==> config.mk <==
export PLATFORM = sky130hd
export DESIGN_NAME = sfe_out_fifo
export DESIGN_NICKNAME = d
export VERILOG_FILES = /design/src/sfe_pkg.sv /design/src/sfe_out_fifo.sv
export SDC_FILE = /design/constraint.sdc
export NUM_CORES = 1
export LEC_CHECK = 0
export BUFFER_PORTS_ARGS = -buffer_cell sky130_fd_sc_hd__clkbuf_2
export CAP_MARGIN = 20
export CELL_PAD_IN_SITES_DETAIL_PLACEMENT = 1
export CELL_PAD_IN_SITES_GLOBAL_PLACEMENT = 2
export CORE_MARGIN = 3
export CORE_UTILIZATION = 44
export CTS_CLUSTER_SIZE = 16
export DETAILED_ROUTE_END_ITERATION = 8
export PLACE_DENSITY = 0.82
export SLEW_MARGIN = 20
export SYNTH_ARGS = -nofsm -noshare
export SYNTH_HDL_FRONTEND = slang
export SYNTH_SLANG_ARGS = --single-unit
==> constraint.sdc <==
create_clock -name clk -period 2.9 [get_ports clk]
set_input_delay 0.29 -clock clk [delete_from_list [all_inputs] [get_ports clk]]
set_output_delay 0.29 -clock clk [all_outputs]
set_load 0.01 [all_outputs]
==> src/sfe_pkg.sv <==
// ----------------------------------------------------------------------------
// sfe_pkg
// Shared constants and word types for the stereo feedback echo.
// ----------------------------------------------------------------------------
package sfe_pkg;

	localparam int RING_LENGTH = 22050;
	localparam int PTR_W       = $clog2(RING_LENGTH);

	localparam int SAMPLE_W    = 20;
	localparam int STORE_W     = 16;
	localparam int ENTRY_W     = 2 * STORE_W;
	localparam int DELAY_W     = 15;
	localparam int GAIN_W      = 16;
	localparam int CFG_IDX_W   = 3;
	localparam int CFG_DATA_W  = 16;

	// reciprocal for delay mod ring length: q_est = (d * RECIP) >> DELAY_W
	localparam int RECIP       = (1 << DELAY_W) / RING_LENGTH;

	localparam int OQ_DEPTH    = 4;
	localparam int OQ_PTR_W    = $clog2(OQ_DEPTH);
	localparam int OQ_CNT_W    = $clog2(OQ_DEPTH + 1);

	localparam logic [CFG_IDX_W-1:0] CFG_ECHO_ENABLE   = 3'd0;
	localparam logic [CFG_IDX_W-1:0] CFG_DELAY_SAMPLES = 3'd1;
	localparam logic [CFG_IDX_W-1:0] CFG_ECHO_GAIN     = 3'd2;
	localparam logic [CFG_IDX_W-1:0] CFG_FEEDBACK_GAIN = 3'd3;

	localparam logic signed [SAMPLE_W:0]  SUM_MIN   = -21'sd32768;
	localparam logic signed [SAMPLE_W:0]  SUM_MAX   = 21'sd32767;
	localparam logic signed [STORE_W-1:0] STORE_MIN = -16'sd32768;
	localparam logic signed [STORE_W-1:0] STORE_MAX = 16'sd32767;

	typedef struct packed {
		logic signed [SAMPLE_W-1:0] left_in;
		logic signed [SAMPLE_W-1:0] right_in;
		logic                       block_end;
	} frame_t;

	typedef struct packed {
		logic signed [SAMPLE_W-1:0] left_out;
		logic signed [SAMPLE_W-1:0] right_out;
		logic                       block_end_out;
	} echo_t;

endpackage

==> src/sfe_out_fifo.sv <==
// ----------------------------------------------------------------------------
// sfe_out_fifo
// Small result queue between the echo pipeline and the output channel.
// Space is reserved by the producer before a frame enters the pipeline.
// ----------------------------------------------------------------------------
module sfe_out_fifo
	import sfe_pkg::*;
(
	input  logic                clk,
	input  logic                arst_n,
	input  logic                push,
	input  echo_t               push_word,
	output logic                word_valid,
	input  logic                word_stall,
	output echo_t               word,
	output logic [OQ_CNT_W-1:0] count
);

	echo_t               slot_q [OQ_DEPTH];
	logic [OQ_PTR_W-1:0] wr_ptr_q;
	logic [OQ_PTR_W-1:0] rd_ptr_q;
	logic [OQ_CNT_W-1:0] count_q;
	logic                pop;

	assign word_valid = (count_q != '0);
	assign word       = slot_q[rd_ptr_q];
	assign pop        = word_valid && !word_stall;
	assign count      = count_q;

	always_ff @(posedge clk or negedge arst_n) begin
		if (!arst_n) begin
			wr_ptr_q <= '0;
			rd_ptr_q <= '0;
			count_q  <= '0;
		end else begin
			if (push) begin
				wr_ptr_q <= (wr_ptr_q == OQ_PTR_W'(OQ_DEPTH - 1)) ? '0 : wr_ptr_q + 1'b1;
			end
			if (pop) begin
				rd_ptr_q <= (rd_ptr_q == OQ_PTR_W'(OQ_DEPTH - 1)) ? '0 : rd_ptr_q + 1'b1;
			end
			case ({push, pop})
				2'b10:   count_q <= count_q + 1'b1;
				2'b01:   count_q <= count_q - 1'b1;
				default: count_q <= count_q;
			endcase
		end
	end

	always_ff @(posedge clk) begin
		if (push) begin
			slot_q[wr_ptr_q] <= push_word;
		end
	end

endmodule

## Yosys cells after proc, flatten, opt, wreduce, memory -nomap -nowiden

Memories as Yosys holds them, arrays and structs flattened.
Cells that the tools add are included.

- Reduce and logical (&&, ||, !) cells: 4
- $add $sub $neg: 4
- Equal/unequal tests: 4
- Muxes and demuxes: 5

Operator list:

| operator | number |
|---|---|
| == test 2 bit, second input constant | 3 |
| one-hot mux 3 bit (2 select lines) | 1 |
| adder 2 x 1 -> 2 bit, second input constant | 2 |
| 2-to-1 mux 2 bit | 2 |
| adder 3 x 1 -> 3 bit, second input constant | 1 |
| nonzero test 3 bit | 1 |
| subtractor 3 x 1 -> 3 bit, second input constant | 1 |
| == test 2 x 1 -> 1 bit, second input constant | 1 |
| 2-to-1 mux 1 bit | 2 |
| nonzero test 2 bit | 1 |
| logical AND 1 bit | 1 |
| logical NOT 1 bit | 1 |

- Memories kept: 1
- Input port bits: 45
- Bits in writable memories: 164
- Register bits: 7
- Word-level logic and storage cells: 21

Memories:

| memory | depth | bits a word | rd ports | clocked after memory_dff | wr ports | line | text |
|---|---|---|---|---|---|---|---|
| slot_q | 4 | 41 | 1 | 0 | 1 | sfe_out_fifo.sv:19 | `echo_t slot_q [OQ_DEPTH];` |

## Longest topological paths before layout

Gate-level depths: netlist (run 1).

- Depth after elaboration: 4
- Depth in mapped cells: 8

## Worst setup path after synthesis (run 1)

Ideal clock, no wire load.

- Path type: reg-to-reg
- Start: reg wr_ptr_q[0]
- End: mem slot_q[0][0] (netlist bit) (enable)
- Period minus slack after synthesis: 2,012 ps
- Setup slack: 888 ps
- Stages on the path, launching flop included: 4
- Path buffers: 0
- Data required time: 2,498 ps
- Arrival time: 1,610 ps
- Path through: dfrtp_1 -> inv_1 -> ha_1 -> and2_1

RTL lines:

| what | line | text |
|---|---|---|
| start, declared | sfe_out_fifo.sv:20 | `logic [OQ_PTR_W-1:0] wr_ptr_q;` |
| start signal, assigned | sfe_out_fifo.sv:37 | `wr_ptr_q <= (wr_ptr_q == OQ_PTR_W'(OQ_DEPTH - 1)) ? '0 : wr_ptr_q + 1'b1;` |
| end, declared | sfe_out_fifo.sv:19 |  |

Straight into the memory's write port.

==> flow_summary.yaml, run 1 <==
outcome:
  status: "finished clean"
global_routing:
  grtUsageTotal_pct: 16.18
  grt_max_degree: 43
  grt_pass1_vias: 3268
  grt_pass1_wl_um: 18770
  antenna_found_initial: 0
  gr-total-overflow: 0
critical_path:
  critPathArrivalTime_ns: 2.22
  r2r_slack_ns: 0.97
  crit_chain: "mux4_2 > clkbuf_2"
  end_kind: "primary output"
  crit_path_max_fanout: 42
  required_ns: 2.61
  slowest_stage: "dfrtp_4"
  cpPeakStageDelay_ns: 1.01
  startpoint_type: "register"
  crit_type: "register to primary output"
drt:
  via_per_inst: 5.247
  drtAntennaViolNets: 0
  drtIter0Drc: 171
  first_pass_iters: 4
  dr_total_vias: 2891
  wl_per_cell_um: 21.83
  drt-total-wl_um: 12030
  drc: 0
floorplan:
  row_count: 43
  io_pins: 90
  initial_utilization_pct: 45.45
  dieArea_sq_um: 15930
  fp.dieW_um: 126.2
  coreArea_sq_um: 13990
  fp.dieH_um: 126.2
sta:
  hold_violations: 0
  max-slew-margin-rel_pct: 41.52
  period_minus_slack_ns: 2.508
  finalSetupViolations: 0
  rsz0062_at_grt: "false"
  skew_ns: 0.006781
  tightest_slew_ns: 0.8772
  timing.final.crit_share_pct: 86.47
  final_max_slew_viol_count: 0
  max_freq_mhz: 398.8
  finalSetupTns_ns: 0
  setup_ws_ns: 0.3923
clock_network:
  postCtsResizedCells: 0
  cts_tree: "yes"
  clkTransAtPathRegs_ns: 0.06
  htreeDepth: 4
  worstSkewPairLatency_ns: 0.42
  clock-sinks: 171
  post_cts_buffers: 0
  cts_root_buffer: "clkbuf_16"
  clock_path_buffers: 2
  cts_made_buffers: 17
synthesis:
  syn-cell-area_sq_um: 6357
  synth_cell_types: 21
  seq_area_frac_synth_pct: 80.22
  ys_seq_elements: 171
  synthesis.nets: 305
  syn_inst: 253
  synth_warnings: 0
  syn_avg_cell_area_sq_um: 25.13
placement:
  pre_cts_ws_ns: 0.7776
  place_congestion: 0.6930
  port_buffers: 89
  place_hpwl_um: 7551
cells_and_area:
  fillers: 1224
  fin_nets: 410
  antenna_cells: 0
  layout-drive-gt1-share_pct: 46.63
  synthToLayoutAreaGrowth_pct: 20.33
  post-route-util_pct: 54.69
power_and_ir_drop:
  ir_worst_vdd_mv: 0.6640
  powerDensity_nw_per_um2: 1003
  p_leak_nw: 2.693
flow_run:
  maxCapViolCount: 0
hold_path:
  hp-class: "input pin to register"
## cell type report
cell class                      count  area, sq um  area share, %
Multi-Input combinational cell     66         1167          15.26
Timing Repair Buffer               96        563.0          7.360
Tap cell                          180        225.2          2.944
Clock buffer                       24        471.7          6.166
Clock inverter                      8        95.09          1.243
Inverter                            6        22.52         0.2944
Sequential cell                   171         5105          66.73
## kinds of logic (layout without fill, tap and decap cells)
family | count (synthesis) | in the layout | share of synthesized area [%]
AOI/OAI and AO/OA | 2 | 2 | 0.1575
xor gates and xnor gates | 3 | 3 | 0.4134
adders and majority gates | 7 | 7 | 1.496
buffers and inverters | 16 | 134 | 1.496
DFF | 171 | 171 | 80.22
muxes | 44 | 44 | 15.15
and+or+nand+nor | 10 | 10 | 1.063
## sequential cells by signal, summed over array words and instances, names as in the netlist
name and flops:
slot_q 164, count 3, rd_ptr_q 2, wr_ptr_q 2
## per-stage QoR
step	cells	power [W]	area, sq um	hold slack (ns)
global placement	518	0.005548	7073	0.1440
floorplan	253	0.004797	6357	-0.005591
detailed placement	518	0.005624	7073	0.1436
CTS	551	0.007804	7650	0.06708
global route	551	0.008050	7650	0.06591
finish	551	0.007672	7650	0.08957
## final timing paths
| path | startpoint | cells after the start | endpoint |
|---|---|---|---|
| min reg2reg | count[2] | 1 | count[2] |
| max reg2reg | count[0] | 8 | count[2] |
| min | push_word[36] | 1 | slot_q[1][36] |
| min in group asynchronous | arst_n | 2 | count[1] |
| max in group asynchronous | arst_n | 2 | rd_ptr_q[0] |
| max | rd_ptr_q[0] | 2 | word[30] |
## power by group
part	internal (W)	switching, W
Combinational	0.00103	0.000947
Clock	0.00131	0.000859
Sequential	0.00318	0.000348
Total	0.00552	0.00215
## repair_timing
item                                    CTS  global route
hold endpoints to repair                  7             0
endpoints found under the setup margin    0             0
hold buffers                              1             0
## cell usage after synthesis, drive strengths merged
library cell  count  area (sq um)
fa                1         20.02
mux2              2         30.03
inv               6         22.52
o21ai             2         10.01
buf               9         68.81
clkbuf            1         3.750
or3               2         17.52
nand2             1         3.750
dfrtp             7         175.2
mux2i             1         10.01
nor2              2         7.510
edfxtp          164          4925
ha                6         75.07
and2              4         25.02
nor2b             1         13.76
mux4             41         923.4
xnor2             1         8.760
xor2              2         17.52
## placed cells by master, fill, tap and decap left out, drive strengths merged
master / instances
edfxtp: 164
clkbuf: 113
mux4: 41
dfrtp: 7
inv: 6
ha: 6
buf: 6
and2: 4
clkinv: 4
o21ai: 2
nor2: 2
mux2: 2
xor2: 2
clkinvlp: 2
bufinv: 2
or3: 2
nor2b: 1
mux2i: 1
xnor2: 1
nand2: 1
fa: 1
dlygate4sd3: 1
## worst max-delay path, delay by kind of cell (launching register included)
family / cells / cell delay (ns)
muxes: 1 / 0.62
DFF: 1 / 1.01
buffers and inverters: 1 / 0.16
## layer usage
| metal | part of all wire (%) | wire length (um) | GRT usage, % | vias up |
|---|---|---|---|---|
| met4 | 1.5 | 182 | 6.435 | 0 |
| met2 | 53 | 6402 | 27.86 | 78 |
| li1 | - | - | - | 1271 |
| met3 | 4.6 | 552 | 5.089 | 10 |
| met5 | 0 | 0 | 0 | - |
| met1 | 41 | 4891 | 18.98 | 1532 |
(Power assumes the default switching activity.)
==> inputs of run 2 (changes only) <==
--- a/config.mk
+++ b/config.mk
@@ -13,6 +13,7 @@
 export CORE_UTILIZATION = 44
 export CTS_CLUSTER_SIZE = 16
 export DETAILED_ROUTE_END_ITERATION = 8
+export HOLD_SLACK_MARGIN = 0.1
 export PLACE_DENSITY = 0.82
 export SLEW_MARGIN = 20
 export SYNTH_ARGS = -nofsm -noshare
==> flow_summary.yaml, run 2 (synthesized netlist as in run 1, its figures left out) <==
outcome:
  status: "finished clean"
drt:
  wl_per_cell_um: 21.07
  drtAntennaViolNets: 0
  via_per_inst: 5.163
  dr_total_vias: 3041
  wl_met1_um: 5031
  drt-total-wl_um: 12410
  drc: 0
  wl_met2_um: 6694
  first_pass_iters: 4
  drtIter0Drc: 189
  highest-signal-layer: "met4"
  dr_wl_met3_um: 504
power_and_ir_drop:
  switching_power_w: 0.002169
  power_frac_comb_pct: 26.3
  p_leak_nw: 2.852
  powerDensity_nw_per_um2: 961.5
  swShare_pct: 28.09
  power_frac_clock_pct: 28.1
  internal_power_w: 0.005552
  ir_worst_vdd_mv: 0.7387
  pwr-share-seq_pct: 45.7
sta:
  timing.final.crit_share_pct: 86.76
  period_minus_slack_ns: 2.516
  finalSetupViolations: 0
  tightest_slew_ns: 0.8880
  setup_ws_ns: 0.3840
  final_max_slew_viol_count: 0
  rsz0062_at_grt: "false"
  max_freq_mhz: 397.5
  hold_slack_ns: 0.1235
  finalSetupTns_ns: 0
  max-slew-margin-rel_pct: 40.80
  skew_ns: 0.007937
  hold_violations: 0
cells_and_area:
  post-route-util_pct: 57.41
  final_cell_area_sq_um: 8030
  fin_nets: 448
  synthToLayoutAreaGrowth_pct: 26.31
  most-common-layout-cells: "edfxtp_1 (164), clkbuf_2 (89), mux4_2 (41)"
  layout-drive-gt1-share_pct: 42.30
  largest_reg_flops: 164
  antenna_cells: 0
  layout_commonest_cell: "edfxtp_1"
  max_flop_register: "slot_q"
critical_path:
  crit_type: "register to primary output"
  r2r_end: "count[2]"
  end_kind: "primary output"
  required_ns: 2.61
  crit_chain: "mux4_2 > clkbuf_2"
  slowest_stage: "dfrtp_4"
  cpPeakStageDelay_ns: 1.01
  r2r_slack_ns: 0.97
  startpoint_type: "register"
  crit_path_max_fanout: 42
  r2r-start: "count[0]"
  r2r_cells: 8
  critPathArrivalTime_ns: 2.23
clock_network:
  cts_tree: "yes"
  clock-sinks: 171
  worstSkewPairLatency_ns: 0.42
  cts_root_buffer: "clkbuf_16"
  clkTransAtPathRegs_ns: 0.06
  htreeDepth: 4
  cts_made_buffers: 17
  clock_path_buffers: 2
  post_cts_buffers: 0
hold_path:
  hp-class: "input pin to register"
  hold_path_end: "slot_q[3][15]"
  hold_path_depth: 1
  hold_start: "push_word[15]"
floorplan:
  io_pins: 90
  dieArea_sq_um: 15930
  coreArea_sq_um: 13990
  fp.dieW_um: 126.2
  row_count: 43
  fp.dieH_um: 126.2
  initial_utilization_pct: 45.45
global_routing:
  gr-total-overflow: 0
  grt_pass1_vias: 3426
  grt_max_degree: 43
  grt_pass1_wl_um: 19460
  grtUsageTotal_pct: 16.67
  antenna_found_initial: 0
flow_run:
  maxCapViolCount: 0
placement:
  dpl-instance-area_sq_um: 7073
  place_congestion: 0.6930
  place_hpwl_um: 7551
  port_buffers: 89
  pre_cts_ws_ns: 0.7776
-- run 2: changes by cell type in the layout (fill, tap and decap cells not counted) --
cell and change:
dlygate4sd3_1 +38
-- run 2: final cells by class --
class | count | area, sq um
fill | 1194 | 5958
sequential | 171 | 5105
multi-input combinational | 66 | 1167
timing repair buffer | 134 | 943.4
clock buffer | 24 | 471.7
tap | 180 | 225.2
clock inverter | 8 | 95.09
inverter | 6 | 22.52
-- run 2: how the worst max path moves through the flow --
stage / end / slack [ns] / from / depth (start not counted)
global placement: word[40] / 0.77 / rd_ptr_q[0] / 2
CTS: word[10] / 0.30 / rd_ptr_q[0] / 2
finish: word[30] / 0.38 / rd_ptr_q[0] / 2
detailed placement: word[10] / 0.78 / rd_ptr_q[0] / 2
floorplan: slot_q[0][0] / 0.89 / wr_ptr_q[0] / 3
global route: word[10] / 0.22 / rd_ptr_q[0] / 2
-- run 2: layer usage --
layer / vias to the layer above / GRT usage [%]
li1: 1348 / -
met1: 1610 / 19.40
met2: 73 / 29.33
met3: 10 / 4.750
met4: 0 / 6.435
met5: - / 0
-- run 2: timing repair --
action,in CTS,in global routing
gates resized for setup,0,0
hold buffers,38,1
endpoints found under the hold margin,152,1
-- run 2: power by group through the flow --
| stage | Clock (W) | Sequential, W | Combinational (W) |
|---|---|---|---|
| detailed placement | 0 | 0.00359 | 0.00203 |
| global route | 0.00231 | 0.00360 | 0.00219 |
| floorplan | 0 | 0.00332 | 0.00147 |
| global placement | 0 | 0.00356 | 0.00199 |
| CTS | 0.00221 | 0.00355 | 0.00208 |
| finish | 0.00217 | 0.00353 | 0.00203 |
-- run 2: critical path: cells and delay by family (launching register included) --
| family | cells | cell delay [ns] |
|---|---|---|
| flops | 1 | 1.01 |
| buf+inv | 1 | 0.16 |
| mux | 1 | 0.62 |
-- run 2: through the flow --
stage          instances  total power (W)
4_1_cts              588         0.007845
5_1_grt              589         0.008101
3_3_place_gp         518         0.005548
2_1_floorplan        253         0.004797
3_5_place_dp         518         0.005624
6_report             589         0.007721
